--- src/hdl/dmxrle_pkg.sv ---
// ----------------------------------------------------------------------------
// dmxrle_pkg
// Types, codes and byte helpers shared by the frame run-length encoder.
// ----------------------------------------------------------------------------
`default_nettype none

package dmxrle_pkg;

  localparam logic [7:0] MARK_RUN = 8'hFE;
  localparam logic [7:0] MARK_ESC = 8'hFD;
  localparam logic [7:0] RUN_MAX  = 8'd255;

  localparam int LEN_W      = 11;
  localparam int SEG_IDX_W  = 3;
  localparam int CMDQ_DEPTH = 2;
  localparam int CMDQ_AW    = 1;

  typedef logic [1:0] seg_kind_t;
  localparam seg_kind_t SEG_NONE = 2'd0;
  localparam seg_kind_t SEG_RUN  = 2'd1;
  localparam seg_kind_t SEG_LIT  = 2'd2;
  localparam seg_kind_t SEG_RAW  = 2'd3;

  typedef struct packed {
    logic [7:0] in_byte;
    logic       frame_end;
  } in_item_t;

  typedef struct packed {
    logic [7:0]       out_byte;
    logic             is_last;
    logic [LEN_W-1:0] payload_length;
  } out_item_t;

  typedef struct packed {
    seg_kind_t  kind;
    logic [7:0] len;
    logic [7:0] val;
  } seg_t;

  typedef struct packed {
    seg_t seg_a;
    seg_t seg_b;
    logic last;
  } cmd_t;

  function automatic seg_t run_seg(input logic [7:0] len, input logic [7:0] val);
    seg_t s;
    s.len = len;
    s.val = val;
    if (len >= 8'd3) begin
      s.kind = SEG_RUN;
    end else if (len != 8'd0) begin
      s.kind = SEG_LIT;
    end else begin
      s.kind = SEG_NONE;
    end
    return s;
  endfunction

  function automatic logic needs_esc(input logic [7:0] val);
    return (val == MARK_RUN) || (val == MARK_ESC);
  endfunction

  // number of payload bytes a segment expands to (literal groups hold at most two)
  function automatic logic [SEG_IDX_W-1:0] seg_bytes(input seg_t s);
    logic [SEG_IDX_W-1:0] n;
    case (s.kind)
      SEG_RUN: n = SEG_IDX_W'(3);
      SEG_LIT: n = needs_esc(s.val) ? {s.len[1:0], 1'b0} : SEG_IDX_W'(s.len[1:0]);
      SEG_RAW: n = SEG_IDX_W'(1);
      default: n = '0;
    endcase
    return n;
  endfunction

  function automatic logic [7:0] seg_byte(input seg_t s, input logic [SEG_IDX_W-1:0] idx);
    logic [7:0] b;
    case (s.kind)
      SEG_RUN: begin
        case (idx)
          SEG_IDX_W'(0): b = MARK_RUN;
          SEG_IDX_W'(1): b = s.len;
          default:       b = s.val;
        endcase
      end
      SEG_LIT: b = (needs_esc(s.val) && !idx[0]) ? MARK_ESC : s.val;
      default: b = s.val;
    endcase
    return b;
  endfunction

endpackage

`default_nettype wire

--- src/hdl/dmxrle_front.sv ---
// ----------------------------------------------------------------------------
// dmxrle_front
// Tracks the pending run and turns frame bytes into emit commands; bytes that only extend the run emit none.
// ----------------------------------------------------------------------------
`default_nettype none

module dmxrle_front #(
  parameter int FRAME_BYTES = 512
) (
  input  wire                   clk,
  input  wire                   rst_n,
  input  wire                   use_rle,
  input  wire                   item_take,
  input  dmxrle_pkg::in_item_t  item,
  output logic                  cmd_push,
  output dmxrle_pkg::cmd_t      cmd
);

  localparam int CNT_W = (FRAME_BYTES > 1) ? $clog2(FRAME_BYTES) : 1;

  logic [7:0]       run_val_r, run_val_nxt;
  logic [7:0]       run_len_r, run_len_nxt;
  logic [CNT_W-1:0] in_cnt_r, in_cnt_nxt;

  logic       frame_done;
  logic       flush_old;
  logic [7:0] new_len;

  assign frame_done = item.frame_end || (in_cnt_r >= CNT_W'(FRAME_BYTES - 1));
  assign flush_old  = (run_len_r != 8'd0) &&
                      ((run_val_r != item.in_byte) || (run_len_r == dmxrle_pkg::RUN_MAX));
  assign new_len    = (flush_old || (run_len_r == 8'd0)) ? 8'd1 : run_len_r + 8'd1;

  always_comb begin
    cmd.last    = frame_done;
    run_val_nxt = run_val_r;
    run_len_nxt = run_len_r;
    if (use_rle) begin
      cmd.seg_a   = flush_old ? dmxrle_pkg::run_seg(run_len_r, run_val_r)
                              : dmxrle_pkg::run_seg(8'd0, run_val_r);
      cmd.seg_b   = dmxrle_pkg::run_seg(frame_done ? new_len : 8'd0, item.in_byte);
      run_val_nxt = item.in_byte;
      run_len_nxt = frame_done ? 8'd0 : new_len;
    end else begin
      cmd.seg_a      = dmxrle_pkg::run_seg(run_len_r, run_val_r);
      cmd.seg_b.kind = dmxrle_pkg::SEG_RAW;
      cmd.seg_b.len  = 8'd1;
      cmd.seg_b.val  = item.in_byte;
      run_len_nxt    = 8'd0;
    end
  end

  // an item that only extends the run produces no bytes
  assign cmd_push = item_take &&
                    ((cmd.seg_a.kind != dmxrle_pkg::SEG_NONE) ||
                     (cmd.seg_b.kind != dmxrle_pkg::SEG_NONE));

  assign in_cnt_nxt = frame_done ? '0 : in_cnt_r + CNT_W'(1);

  always_ff @(posedge clk) begin
    if (!rst_n) begin
      run_len_r <= 8'd0;
      run_val_r <= 8'd0;
      in_cnt_r  <= '0;
    end else if (item_take) begin
      run_len_r <= run_len_nxt;
      run_val_r <= run_val_nxt;
      in_cnt_r  <= in_cnt_nxt;
    end
  end

  a_end_clears_run: assert property (@(posedge clk) disable iff (!rst_n)
    item_take && frame_done |=> run_len_r == 8'd0)
    else $error("run still pending after frame end");

  a_frame_count_bound: assert property (@(posedge clk) disable iff (!rst_n)
    in_cnt_r <= CNT_W'(FRAME_BYTES - 1))
    else $error("frame byte count past frame size");

endmodule

`default_nettype wire

--- src/hdl/dmxrle_cmdq.sv ---
// ----------------------------------------------------------------------------
// dmxrle_cmdq
// Short command queue between the classifier and the byte sequencer.
// ----------------------------------------------------------------------------
`default_nettype none

module dmxrle_cmdq (
  input  wire                    clk,
  input  wire                    rst_n,
  input  wire                    wr_en,
  input  dmxrle_pkg::cmd_t       wr_cmd,
  output logic                   q_full,
  input  wire                    rd_en,
  output dmxrle_pkg::cmd_t       rd_cmd,
  output logic                   q_empty
);

  dmxrle_pkg::cmd_t                 slot_r [dmxrle_pkg::CMDQ_DEPTH];
  logic [dmxrle_pkg::CMDQ_AW-1:0]   wr_ptr_r, rd_ptr_r;
  logic [dmxrle_pkg::CMDQ_AW:0]     cnt_r, cnt_nxt;

  assign q_full  = (cnt_r == (dmxrle_pkg::CMDQ_AW + 1)'(dmxrle_pkg::CMDQ_DEPTH));
  assign q_empty = (cnt_r == '0);
  assign rd_cmd  = slot_r[rd_ptr_r];

  always_comb begin
    cnt_nxt = cnt_r;
    if (wr_en && !rd_en) begin
      cnt_nxt = cnt_r + 1'b1;
    end else if (rd_en && !wr_en) begin
      cnt_nxt = cnt_r - 1'b1;
    end
  end

  always_ff @(posedge clk) begin
    if (!rst_n) begin
      wr_ptr_r <= '0;
      rd_ptr_r <= '0;
      cnt_r    <= '0;
    end else begin
      if (wr_en) begin
        wr_ptr_r <= wr_ptr_r + 1'b1;
      end
      if (rd_en) begin
        rd_ptr_r <= rd_ptr_r + 1'b1;
      end
      cnt_r <= cnt_nxt;
    end
  end

  always_ff @(posedge clk) begin
    if (wr_en) begin
      slot_r[wr_ptr_r] <= wr_cmd;
    end
  end

  a_no_overflow: assert property (@(posedge clk) disable iff (!rst_n)
    q_full |-> !wr_en || rd_en)
    else $error("command queue overflow");

endmodule

`default_nettype wire

--- src/hdl/dmxrle_back.sv ---
// ----------------------------------------------------------------------------
// dmxrle_back
// Expands queued commands into payload bytes and tracks the frame length.
// ----------------------------------------------------------------------------
`default_nettype none

module dmxrle_back (
  input  wire                    clk,
  input  wire                    rst_n,
  input  wire                    q_empty,
  input  dmxrle_pkg::cmd_t       head,
  output logic                   q_pop,
  input  wire                    pop,
  output logic                   empty,
  output dmxrle_pkg::out_item_t  out_item
);

  logic                                 seg_sel_r, seg_sel_nxt;
  logic [dmxrle_pkg::SEG_IDX_W-1:0]     idx_r, idx_nxt;
  logic [dmxrle_pkg::LEN_W-1:0]         cnt_r, cnt_nxt;
  logic                                 out_vld_r, out_vld_nxt;
  dmxrle_pkg::out_item_t                out_r, out_nxt;

  logic                                 cur_sel;
  dmxrle_pkg::seg_t                     cur_seg;
  logic [dmxrle_pkg::SEG_IDX_W-1:0]     cur_cnt;
  logic                                 seg_last, cmd_done, advance;

  // skip an empty first segment
  assign cur_sel  = seg_sel_r || (head.seg_a.kind == dmxrle_pkg::SEG_NONE);
  assign cur_seg  = cur_sel ? head.seg_b : head.seg_a;
  assign cur_cnt  = dmxrle_pkg::seg_bytes(cur_seg);
  assign seg_last = (idx_r == cur_cnt - 1'b1);
  assign cmd_done = seg_last && (cur_sel || (head.seg_b.kind == dmxrle_pkg::SEG_NONE));
  assign advance  = !q_empty && (!out_vld_r || pop);
  assign q_pop    = advance && cmd_done;

  always_comb begin
    seg_sel_nxt = seg_sel_r;
    idx_nxt     = idx_r;
    cnt_nxt     = cnt_r;
    out_nxt     = out_r;
    out_vld_nxt = out_vld_r;
    if (pop && out_vld_r) begin
      out_vld_nxt = 1'b0;
    end
    if (advance) begin
      out_vld_nxt      = 1'b1;
      out_nxt.out_byte = dmxrle_pkg::seg_byte(cur_seg, idx_r);
      if (cmd_done && head.last) begin
        out_nxt.is_last        = 1'b1;
        out_nxt.payload_length = cnt_r + dmxrle_pkg::LEN_W'(1);
        cnt_nxt                = '0;
      end else begin
        out_nxt.is_last        = 1'b0;
        out_nxt.payload_length = '0;
        cnt_nxt                = cnt_r + dmxrle_pkg::LEN_W'(1);
      end
      if (cmd_done) begin
        seg_sel_nxt = 1'b0;
        idx_nxt     = '0;
      end else if (seg_last) begin
        seg_sel_nxt = 1'b1;
        idx_nxt     = '0;
      end else begin
        idx_nxt = idx_r + 1'b1;
      end
    end
  end

  always_ff @(posedge clk) begin
    if (!rst_n) begin
      seg_sel_r <= 1'b0;
      idx_r     <= '0;
      cnt_r     <= '0;
      out_vld_r <= 1'b0;
    end else begin
      seg_sel_r <= seg_sel_nxt;
      idx_r     <= idx_nxt;
      cnt_r     <= cnt_nxt;
      out_vld_r <= out_vld_nxt;
    end
  end

  always_ff @(posedge clk) begin
    out_r <= out_nxt;
  end

  assign empty    = !out_vld_r;
  assign out_item = out_r;

  a_idx_in_seg: assert property (@(posedge clk) disable iff (!rst_n)
    !q_empty |-> idx_r < cur_cnt)
    else $error("byte index past end of segment");

  a_last_has_length: assert property (@(posedge clk) disable iff (!rst_n)
    out_vld_r && out_r.is_last |-> out_r.payload_length != '0)
    else $error("last byte without payload length");

  a_len_only_on_last: assert property (@(posedge clk) disable iff (!rst_n)
    out_vld_r && !out_r.is_last |-> out_r.payload_length == '0)
    else $error("payload length on a non-final byte");

endmodule

`default_nettype wire

--- src/hdl/dmx_frame_rle_encoder_unit.sv ---
// ----------------------------------------------------------------------------
// dmx_frame_rle_encoder_unit
// Frame byte encoder: plain copy or run-length coding with escape bytes.
// ----------------------------------------------------------------------------
// channel  ports                      transfer when
// input    push, full, in_item        push && !full
// result   empty, pop, out_item       pop && !empty
// config   cfg_valid, cfg_ready,      cfg_valid && cfg_ready
//          cfg_use_rle
//
// takes one frame byte per cycle while the command queue has room
// emits one payload byte per cycle while the result is popped; a byte makes zero to six, so the
// output byte port sets the sustained rate
// first payload byte passes through the command queue and the output register to the result ports
// reset is synchronous; plain mode after reset; no clearing pass
// a stalled output fills the two-entry command queue, then full rises
// ----------------------------------------------------------------------------
`default_nettype none

module dmx_frame_rle_encoder_unit #(
  parameter int FRAME_BYTES = 512
) (
  input  wire                    clk,
  input  wire                    rst_n,
  input  wire                    push,
  output logic                   full,
  input  dmxrle_pkg::in_item_t   in_item,
  output logic                   empty,
  input  wire                    pop,
  output dmxrle_pkg::out_item_t  out_item,
  input  wire                    cfg_valid,
  output logic                   cfg_ready,
  input  wire                    cfg_use_rle
);

  logic             use_rle_r;
  logic             item_take;
  logic             cmd_push, q_empty, q_pop;
  dmxrle_pkg::cmd_t cmd_in, cmd_head;

  assign cfg_ready = 1'b1;
  assign item_take = push && !full;

  always_ff @(posedge clk) begin
    if (!rst_n) begin
      use_rle_r <= 1'b0;
    end else if (cfg_valid && cfg_ready) begin
      use_rle_r <= cfg_use_rle;
    end
  end

  dmxrle_front #(
    .FRAME_BYTES (FRAME_BYTES)
  ) u_front (
    .clk       (clk),
    .rst_n     (rst_n),
    .use_rle   (use_rle_r),
    .item_take (item_take),
    .item      (in_item),
    .cmd_push  (cmd_push),
    .cmd       (cmd_in)
  );

  dmxrle_cmdq u_cmdq (
    .clk     (clk),
    .rst_n   (rst_n),
    .wr_en   (cmd_push),
    .wr_cmd  (cmd_in),
    .q_full  (full),
    .rd_en   (q_pop),
    .rd_cmd  (cmd_head),
    .q_empty (q_empty)
  );

  dmxrle_back u_back (
    .clk      (clk),
    .rst_n    (rst_n),
    .q_empty  (q_empty),
    .head     (cmd_head),
    .q_pop    (q_pop),
    .pop      (pop),
    .empty    (empty),
    .out_item (out_item)
  );

endmodule

`default_nettype wire
--- config.mk ---
export PLATFORM = sky130hd
export DESIGN_NAME = dmx_frame_rle_encoder_unit
export DESIGN_NICKNAME = d
export VERILOG_FILES = /design/src/hdl/dmxrle_pkg.sv /design/src/hdl/dmxrle_front.sv /design/src/hdl/dmxrle_cmdq.sv /design/src/hdl/dmxrle_back.sv /design/src/hdl/dmx_frame_rle_encoder_unit.sv
export SDC_FILE = /design/constraint.sdc
export NUM_CORES = 1
export LEC_CHECK = 0
export ABC_AREA = 1
export BUFFER_PORTS_ARGS = -buffer_cell sky130_fd_sc_hd__buf_4
export CAP_MARGIN = 10
export CELL_PAD_IN_SITES_DETAIL_PLACEMENT = 1
export CELL_PAD_IN_SITES_GLOBAL_PLACEMENT = 2
export CORE_MARGIN = 4
export CORE_UTILIZATION = 36
export CTS_BUF_LIST = sky130_fd_sc_hd__clkbuf_16
export CTS_CLUSTER_DIAMETER = 120
export DETAILED_ROUTE_END_ITERATION = 7
export GPL_TIMING_DRIVEN = 0
export PLACE_DENSITY_LB_ADDON = 0.1
export SYNTH_ARGS = -nofsm -noshare
export SYNTH_HDL_FRONTEND = slang
export SYNTH_HIERARCHICAL = 1
export SYNTH_SLANG_ARGS = --single-unit
--- constraint.sdc ---
create_clock -name clk -period 4 [get_ports clk]
set_clock_uncertainty 0.2 [all_clocks]
set_input_delay 0.2 -clock clk [delete_from_list [all_inputs] [get_ports clk]]
set_output_delay 0.2 -clock clk [all_outputs]
set_load 0.01 [all_outputs]
# Word-level counts from Yosys, hierarchy flattened
# Memory sizes are Yosys's and may differ from the RTL's. A register that Yosys moved wholly into a read port is not among the register bits.
# Cells that the tools add are included.
# W data, S select, Z words.
# classes
n_addsub	9
div_mod_pow	0
multipliers	0
reduce_logical	39
muxes	31
magnitude_cmp	3
bitwise_logic	0
shifts	0
eq_ne	10
# ops
cell	count
$mux W8	5
$mux W18	2
$mux W36	1
$pmux W8 S2	2
$eq A8 B8 Y1 const B	3
$ge A8 B2 Y1 const B	2
$reduce_bool A8 Y1	2
$mux W12	1
$mux W2	6
$add A11 B1 Y11 const B	1
$logic_and A1 B1 Y1	11
$mux W11	1
$reduce_bool A2 Y1	5
$add A9 B1 Y9 const B	1
$ge A9 B9 Y1 const B	1
$mux W3	3
$mux W9	1
$pmux W3 S3	1
$add A8 B1 Y8 const B	1
$logic_not A8 Y1	1
$logic_or A1 B1 Y1	8
$mux W1	8
$ne A8 B8 Y1	1
$eq A2 B2 Y1 const B	3
other kinds (12)	21
# word_totals
regBits	66
n_memories	1
romBits	0
latchBits	0
word_cells	107
mem_bits_rw	74
inputBits	15
# mem_list
name	depth	word_bits	rd	rd_ports_with_merged_regs	write_ports	line	source
u_cmdq.slot_r	2	37	1	1	1	dmxrle_cmdq.sv:18	dmxrle_pkg::cmd_t slot_r [dmxrle_pkg::CMDQ_DEPTH];

# Logic depth before layout (Yosys ltp)
# Gate-level depths: netlist of run 1.
# depth
word_depth	17
depth_mapped	30
depth_no_buf	28

# By module
# The synthesis of run 1 kept the hierarchy.
# by_module_without_submodules
module	area_each_um2	n_inst	cells_per_inst	seq_area_each_um2
dmxrle_cmdq	3050.4	1	150	2322.2
dmxrle_back	2391.0	1	323	920.9
dmxrle_front	1833.0	1	284	500.5
dmx_frame_rle_encoder_unit	60.1	1	10	20.0

# Worst setup path after synthesis of run 1
# Ideal clock, no wire load.
# synth_path
kind	reg2reg
from	register with a tool-made name
to	register u_cmdq/cnt_r[1] in the netlist's numbering
period_less_slack_ps	4190
path_slack_ps	-190
setup_ps	64
required_time_ps	3736
stages_incl_launch_ff	28
arrival_ps	3927
cell_sequence	dfxtp_1 -> buf_6 -> buf_12 -> mux2_4 -> o21ai_4 -> buf_2 -> nand2_1 -> o21ai_0 -> ha_1 -> inv_1 -> nor2_1 -> nand2_1 -> nand3_2 -> nand2_2 -> ha_1 -> xnor2_1 -> inv_1 -> nand3_2 -> a21oi_2 -> nand4_1 -> nor2_1 -> inv_1 -> ha_1 -> inv_1 -> nand3_1 -> nand2_1 -> inv_1 -> nor2_1
# synth_rtl
element	line	source
to (signal assigned)	dmxrle_cmdq.sv:47	cnt_r <= cnt_nxt;
to (decl)	dmxrle_cmdq.sv:20	logic [dmxrle_pkg::CMDQ_AW:0] cnt_r, cnt_nxt;

==> impl_metrics.env, run 1 <==
export IMPL_root_buffer="clkbuf_16"
export IMPL_layout_drive_gt1_share_pct=26.32
export IMPL_power_density_nw_per_um2=673.0
export IMPL_start_util_pct=37.20
export IMPL_seq_area_frac_synth_pct=51.31
export IMPL_routedLengthMet1_um=8533
export IMPL_crit_path_end="u_cmdq/cnt_r[1]$_SDFFE_PN0P_"
export IMPL_cts_sinks=141
export IMPL_p_clk_share_pct=23.0
export IMPL_p_comb_share_pct=43.4
export IMPL_hold_path_depth=6
export IMPL_clkSlewWorstSetupHoldPaths_ps=60
export IMPL_grt_pass1_wl_um=29510
export IMPL_routed_wl_um=18230
export IMPL_cp_arrival_ps=4040
export IMPL_async_flop_share_pct=0
export IMPL_synth_cell_types=51
export IMPL_ir_drop_uv=316.9
export IMPL_switching_share_pct=36.38
export IMPL_synth_ff_type="edfxtp_1"
export IMPL_final_hold_violation_count=0
export IMPL_reg2reg_depth=25
export IMPL_p_leak_nw=3.569
export IMPL_antenna_left=0
export IMPL_end_kind="register"
export IMPL_power_switching_mw=2.211
export IMPL_grtUsageTotal_pct=16.83
export IMPL_first_pass_iters=4
export IMPL_stdcell_count=1139
export IMPL_die_area_um2=22720
export IMPL_coreArea_um2=19720
export IMPL_worst_pin_slew_ps=671.6
export IMPL_cts_made_buffers=17
export IMPL_worst_setup_path_start_kind="register"
export IMPL_maxCapViolations=0
export IMPL_route_met2_wl_um=9023
export IMPL_cts_tree="built"
export IMPL_setup_violations=0
export IMPL_wire_per_inst_um=16.01
export IMPL_rsz0062_at_grt="yes"
export IMPL_syn_to_final_growth_pct=23.13
export IMPL_placed_cells=1071
export IMPL_finalMaxSlewViolations=0
export IMPL_p_int_mw=3.867
export IMPL_numPortBuffers=36
export IMPL_drtIter0Drc=255
export IMPL_clock_latency_ps=420
export IMPL_critical_path_max_fanout=6
export IMPL_period_minus_slack_ps=3887
export IMPL_synth_seq_cells=141
export IMPL_final_area_um2=9031
export IMPL_worstSetupPathType="register to register"
export IMPL_drc_errors=0
export IMPL_status="finished, final reports clean"
export IMPL_die_h_um=150.7
export IMPL_regToRegSetupSlack_ps=110
export IMPL_grt_start_max_net_pins=32
export IMPL_slew_headroom_pct=55.18
export IMPL_fmax_ghz=0.2573
export IMPL_vias=5410
export IMPL_avgSynthCellArea_um2=9.563
export IMPL_fin_crit_sh_pct=97.17
export IMPL_hpwlAfterDp_um=13440
export IMPL_fp_row_count=51
export IMPL_dr_max_layer_used="met4"
export IMPL_reg2reg_to="u_cmdq/cnt_r[1]$_SDFFE_PN0P_"
export IMPL_synth_edf_count=94
export IMPL_p_seq_share_pct=33.6
export IMPL_gp_congestion=0.8599
export IMPL_synth_area_um2=7335
export IMPL_hp_class="input pin to register"
export IMPL_viasPerCell=4.750
export IMPL_clockBufferDepth=2
export IMPL_syn_instance_count=767
export IMPL_worstPathRequired_ps=4150
export IMPL_overflow=0
export IMPL_syn_nets=796
export IMPL_die_w_um=150.7
export IMPL_h_tree_depth=4
export IMPL_ys_warn_count=6
export IMPL_place_area_um2=8029
export IMPL_ios=38
export IMPL_fin_nets=890
export IMPL_antenna_found_initial=0
export IMPL_diodes=0
export IMPL_dr_wl_met3_um=411
export IMPL_grt_pass1_vias=5784
==> registers in the layout (all words and copies together), names as in the netlist, named ones only <==
name,flops
u_cmdq/slot_r,74
u_back/out_item,20
u_back/cnt_r,11
u_front/in_cnt_r,9
u_front/run_len_r,8
u_front/run_val_r,8
u_back/idx_r,3
u_cmdq/cnt_r,2
u_back/out_vld_r,1
u_back/seg_sel_r,1
u_cmdq/rd_ptr_r,1
u_cmdq/wr_ptr_r,1
use_rle_r,1
==> cells in the final DEF, fill, tap and decap left out, drive strengths merged, types with 8 or more instances in the layout <==
cell         synthesis  routed
clkinv               4      10
xnor2                9       9
buf                 22      85
dfxtp               47      47
nor3                 8       8
o21ai               27      27
clkbuf               8      25
a21oi               49      49
mux2                37      37
xor2                11      11
nand3               33      33
dlygate4sd3          0      12
edfxtp              94      94
inv                 87      90
nand4               13      13
ha                  14      14
nand2              179     179
nor2                97      97
==> power groups by stage <==
| stage | Combinational [mW] | Clock, mW | Sequential (mW) |
|---|---|---|---|
| 6_report | 2.64 | 1.40 | 2.04 |
| 2_1_floorplan | 1.50 | 0 | 2.10 |
| 5_1_grt | 2.90 | 1.52 | 2.07 |
| 4_1_cts | 2.52 | 1.45 | 2.04 |
| 3_3_place_gp | 2.14 | 0 | 2.06 |
| 3_5_place_dp | 2.25 | 0 | 2.07 |
==> worst max-delay path: stages, from the launching register on <==
cell and delay, ps:
dfxtp_4 400, buf_12 120, mux2_4 320, o21ai_4 170, buf_12 140, buf_6 120, buf_4 110, nand2_1 40
o21ai_1 170, inv_1 120, o211ai_1 190, o21ai_1 80, inv_1 90, ha_4 170, xnor2_4 130, nand2_2 90
a21oi_4 150, nand4_1 210, nor2_4 210, inv_2 60, ha_4 240, inv_2 60, nand3_2 70, nand2_1 70
inv_1 40, nor2_1 70
==> metal layers <==
| metal | up-vias | GRT usage [%] |
|---|---|---|
| li1 | 2727 | - |
| met2 | 58 | 28.60 |
| met1 | 2601 | 21.81 |
| met3 | 24 | 3.522 |
| met4 | 0 | 4.533 |
| met5 | - | 0 |
==> logic make-up (layout without fill, tap and decap cells) <==
| kind of cell | count (synthesis) | in the layout | share of synthesized area, % |
|---|---|---|---|
| AND/OR/NAND/NOR | 345 | 345 | 21.36 |
| flip-flops | 141 | 141 | 51.31 |
| buffers and inverters | 121 | 228 | 8.308 |
| AO/OA/AOI/OAI | 88 | 88 | 6.977 |
| multiplexers | 37 | 37 | 7.216 |
| XOR/XNOR | 20 | 20 | 2.388 |
| adder cells (fa/ha/maj) | 14 | 14 | 2.388 |
| other | 1 | 1 | 0.05113 |
==> how the worst min path moves through the flow <==
stage                          from                               end  slack (ps)
after floorplan               rst_n     u_back/seg_sel_r$_SDFFE_PN0P_         120
after global placement    cfg_valid            use_rle_r$_SDFFE_PN0P_         240
after detailed placement  cfg_valid            use_rle_r$_SDFFE_PN0P_         260
after CTS                      push  u_front/in_cnt_r[1]$_SDFFE_PN0P_          80
after global routing           push  u_front/in_cnt_r[0]$_SDFFE_PN0P_         130
final                          push  u_front/in_cnt_r[1]$_SDFFE_PN0P_         100
==> cell type report <==
| type | instances | area, um^2 |
|---|---|---|
| timing repair buffer | 76 | 661.9 |
| inverter | 91 | 347.8 |
| tap | 265 | 331.6 |
| buffer | 29 | 259.0 |
| clock inverter | 15 | 101.3 |
| fill | 2212 | 10690 |
| clock buffer | 17 | 425.4 |
| sequential | 141 | 3767 |
| multi-input combinational | 505 | 3137 |
==> cell usage after synthesis (2+ instances only) <==
cell type / instances / area, um^2
nand3_2: 4 / 40.04
mux2_4: 30 / 450.4
inv_2: 8 / 30.03
o211ai_1: 3 / 22.52
a21oi_2: 3 / 26.28
or2_2: 3 / 18.77
nor3_1: 7 / 35.03
nand3b_1: 6 / 45.04
xnor2_1: 9 / 78.83
nand3_1: 28 / 140.1
buf_6: 7 / 78.83
nor4_1: 2 / 12.51
clkbuf_1: 7 / 26.28
o21ai_4: 2 / 32.53
nor2_2: 9 / 56.30
nor3b_1: 4 / 30.03
o22ai_1: 3 / 18.77
edfxtp_1: 94 / 2823
mux2_2: 7 / 78.83
nor2_1: 85 / 319.1
nor2_4: 2 / 22.52
nand2_1: 171 / 641.9
nand2_2: 7 / 43.79
o21ai_0: 24 / 120.1
buf_12: 3 / 60.06
clkinv_1: 3 / 11.26
xor2_1: 11 / 96.34
inv_1: 78 / 292.8
dfxtp_1: 47 / 940.9
a21oi_1: 46 / 230.2
buf_4: 10 / 75.07
nand4_1: 11 / 68.82
ha_1: 14 / 175.2
buf_2: 2 / 10.01
==> metrics by stage <==
step / hold slack, ps / power, mW / setup TNS (ps) / utilization [%] / setup WS, ps
3_3_place_gp: 239.5 / 4.197 / -34120 / 40.36 / -878.7
4_1_cts: 83.79 / 6.010 / 0 / 45.27 / 0.04485
3_5_place_dp: 256.7 / 4.312 / -1872 / 40.72 / -698.6
5_1_grt: 126.9 / 6.490 / -263.8 / 45.80 / -157.2
6_report: 99.41 / 6.078 / 0 / 45.80 / 113.2
2_1_floorplan: 120.6 / 3.598 / 0 / - / 1.462
==> repair_timing <==
item / CTS / global route
hold buffers: 12 / 0
gates resized for setup: 26 / 23
hold endpoints to repair: 37 / 0
setup buffers: 18 / 5
pin swaps: 12 / 19
gates cloned: 2 / 0
setup endpoints to repair: 20 / 4
No activity file was read; power rests on OpenSTA's default activity.
==> inputs of run 2 (changes only) <==
- ABC_AREA: 1 -> unset
- CORE_UTILIZATION: 36 -> 37
==> impl_metrics.env, run 2 <==
export IMPL_vias=4957
export IMPL_worstPathRequired_ps=4160
export IMPL_wire_per_inst_um=18.22
export IMPL_ys_warn_count=6
export IMPL_grt_start_max_net_pins=33
export IMPL_finalMaxSlewViolations=0
export IMPL_antenna_found_initial=0
export IMPL_hpwlAfterDp_um=12330
export IMPL_rsz0062_at_grt="yes"
export IMPL_maxCapViolations=0
export IMPL_cts_sinks=141
export IMPL_synth_edf_count=94
export IMPL_synth_area_leaders="edfxtp_1, dfxtp_1, mux2_2, nand2_1, ha_1"
export IMPL_synth_area_um2=6989
export IMPL_layout_common_cells="edfxtp_1, buf_4, nand2_1"
export IMPL_fin_nets=738
export IMPL_largest_register="u_cmdq/slot_r"
export IMPL_finalWorstSetupSlack_ps=-95.62
export IMPL_power_switching_mw=2.098
export IMPL_synth_commonest_cells="edfxtp_1, nand2_1, dfxtp_1, nor2_1, mux2_2"
export IMPL_crit_path_top_delay_cell="dfxtp_4"
export IMPL_total_power_mw=5.922
export IMPL_fmax_ghz=0.2442
export IMPL_clock_latency_ps=420
export IMPL_crit_buf_inv=3
export IMPL_drtIter0Drc=287
export IMPL_routed_wl_um=17420
export IMPL_overflow=0
export IMPL_grtUsageTotal_pct=16.97
export IMPL_worst_setup_path_start_kind="register"
export IMPL_p_leak_nw=3.205
export IMPL_syn_instance_count=618
export IMPL_async_flop_share_pct=0
export IMPL_cp_arrival_ps=4250
export IMPL_p_comb_share_pct=40.7
export IMPL_viasPerCell=5.185
export IMPL_p_int_mw=3.824
export IMPL_end_kind="register"
export IMPL_gp_congestion=0.8053
export IMPL_violations="negative setup slack"
export IMPL_start_util_pct=37.49
export IMPL_clockBufferDepth=2
export IMPL_place_area_um2=7690
export IMPL_fillCellCount=2018
export IMPL_synth_seq_cells=141
export IMPL_crit_family="multiplexers"
export IMPL_drc_errors=0
export IMPL_layout_commonest_cell="edfxtp_1"
export IMPL_fp_row_count=50
export IMPL_h_tree_depth=4
export IMPL_fin_crit_sh_pct=102.4
export IMPL_period_minus_slack_ps=4096
export IMPL_cpPeakStageDelay_ps=390
export IMPL_layout_drive_gt1_share_pct=26.45
export IMPL_setup_violations=1
export IMPL_switching_share_pct=35.42
export IMPL_p_seq_share_pct=33.9
export IMPL_seq_area_frac_synth_pct=53.85
export IMPL_die_w_um=145.4
export IMPL_coreArea_um2=18640
export IMPL_synth_top_area_cell="edfxtp_1"
export IMPL_worst_pin_slew_ps=1054
export IMPL_synth_cell_types=73
export IMPL_min_delay_start="in_item[0]"
export IMPL_cts_made_buffers=17
export IMPL_yosysMostFrequentCell="edfxtp_1"
export IMPL_critical_path_max_fanout=6
export IMPL_ir_drop_uv=319.6
export IMPL_syn_nets=647
export IMPL_numPortBuffers=36
export IMPL_antenna_left=0
export IMPL_grt_pass1_wl_um=28450
export IMPL_ios=38
export IMPL_cts_tree="built"
export IMPL_hp_class="input pin to register"
export IMPL_syn_to_final_growth_pct=24.22
export IMPL_grt_pass1_vias=5233
export IMPL_worstPathCellList="buf_12 -> mux2_4 -> o21bai_4 -> buf_12 -> mux2_4 -> o21ai_4 -> mux4_2 -> a31oi_1 -> ha_2 -> xnor2_2 -> xnor2_2 -> o211ai_4 -> nor3b_4 -> inv_2 -> ha_4 -> xor2_2 -> or3_1 -> a21boi_1"
export IMPL_largest_register_ffs=74
export IMPL_worstSetupPathType="register to register"
export IMPL_die_area_um2=21150
export IMPL_clkSlewWorstSetupHoldPaths_ps=60
export IMPL_first_pass_iters=4
export IMPL_synth_ff_type="edfxtp_1"
export IMPL_slew_headroom_pct=29.57
export IMPL_final_area_um2=8682
export IMPL_synth_top_area_share_pct=40.39
export IMPL_p_clk_share_pct=25.5
export IMPL_avgSynthCellArea_um2=11.31
export IMPL_die_h_um=145.4
export IMPL_root_buffer="clkbuf_16"
export IMPL_diodes=0
export IMPL_final_hold_violation_count=0
export IMPL_status="finished, violations left"
export IMPL_power_density_nw_per_um2=682.1
==> run 2: cell types whose count changed in the layout (fill, tap and decap cells not counted), sizes merged, moves of 8 or more <==
cell	previous run	this run
a21boi	0	10
a21oi	49	26
a31oi	0	12
and2	0	22
inv	90	25
mux2i	0	12
nand2	179	67
nand2b	0	9
nand3	33	23
nor2	97	43
xor2	11	19
==> run 2: stage by stage <==
step           instances  setup TNS, ps  util, %  hold WS [ps]  setup WS (ps)
2_1_floorplan        618         -448.1        -         117.5         -101.4
3_3_place_gp         888         -57610    40.99         262.6          -1410
3_5_place_dp         890          -2168    41.25         276.2         -726.1
4_1_cts              950         -182.8    46.08        -54.24         -182.8
5_1_grt              956         -290.7    46.57         60.85         -288.2
6_report             956         -95.62    46.57         38.42         -95.62
==> run 2: final timing paths <==
| check | endpoint | slack (ps) | cells past startpoint |
|---|---|---|---|
| worst max-delay path | u_cmdq/cnt_r[1]$_SDFFE_PN0P_ | -100 | 18 |
| worst max register to register | u_cmdq/cnt_r[1]$_SDFFE_PN0P_ | -100 | 18 |
| worst min-delay path | u_cmdq/slot_r[1][0]$_DFFE_PP_ | 40 | 4 |
| worst min register to register | u_cmdq/slot_r[0][24]$_DFFE_PP_ | 300 | 0 |
==> run 2: routing by layer <==
metal	GRT usage, %	share of wire (%)	vias to the layer above
met5	0	0	-
met2	27.46	47	56
met3	2.834	2.1	17
met1	23.46	49	2484
li1	-	-	2400
met4	5.318	1.3	0
==> run 2: layout make-up <==
type	instances	area (um^2)	share of cell area [%]
clock inverters	15	137.6	1.585
flip-flops and latches	141	3767	43.39
repair buffers	74	630.6	7.263
multi-input cells	421	3089	35.58
clock buffers	17	425.4	4.900
well taps	234	292.8	3.372
inverters	20	75.07	0.8647
plain buffers	34	264.0	3.041
==> run 2: worst reg2reg max path: cells and delay by family, from the launching register on <==
kind | cells | cell delay [ps]
mux | 3 | 970
compound gates | 5 | 690
simple gates | 2 | 600
xor+xnor | 3 | 470
flops | 1 | 390
fa+ha+maj | 2 | 380
buf+inv | 3 | 340
==> run 2: what timing repair did <==
action,4_1_cts,5_1_grt
setup endpoints to repair,25,2
endpoints found under the hold margin,33,4
pin swaps,13,15
hold buffers,15,2
gates cloned,0,0
setup buffers,14,5
resized for setup,16,10
==> run 2: power by group through the flow <==
| stage | sequential [mW] | combinational, mW | clock (mW) |
|---|---|---|---|
| 6_report | 2.01 | 2.41 | 1.51 |
| 5_1_grt | 2.04 | 2.63 | 1.61 |
| 3_3_place_gp | 2.02 | 2.05 | 0 |
| 2_1_floorplan | 2.06 | 1.40 | 0 |
| 3_5_place_dp | 2.03 | 2.12 | 0 |
| 4_1_cts | 2.00 | 2.36 | 1.55 |
==> run 2: cells by family (layout without fill, tap and decap cells) <==
group / Yosys count / after routing / share of synthesized area, %
xor+xnor: 31 / 31 / 3.992
buf+inv: 56 / 160 / 4.368
simple gates: 220 / 220 / 16.34
fa+ha+maj: 14 / 14 / 2.506
compound gates: 104 / 104 / 10.67
mux: 51 / 51 / 8.217
flops: 141 / 141 / 53.85
other cells: 1 / 1 / 0.05365
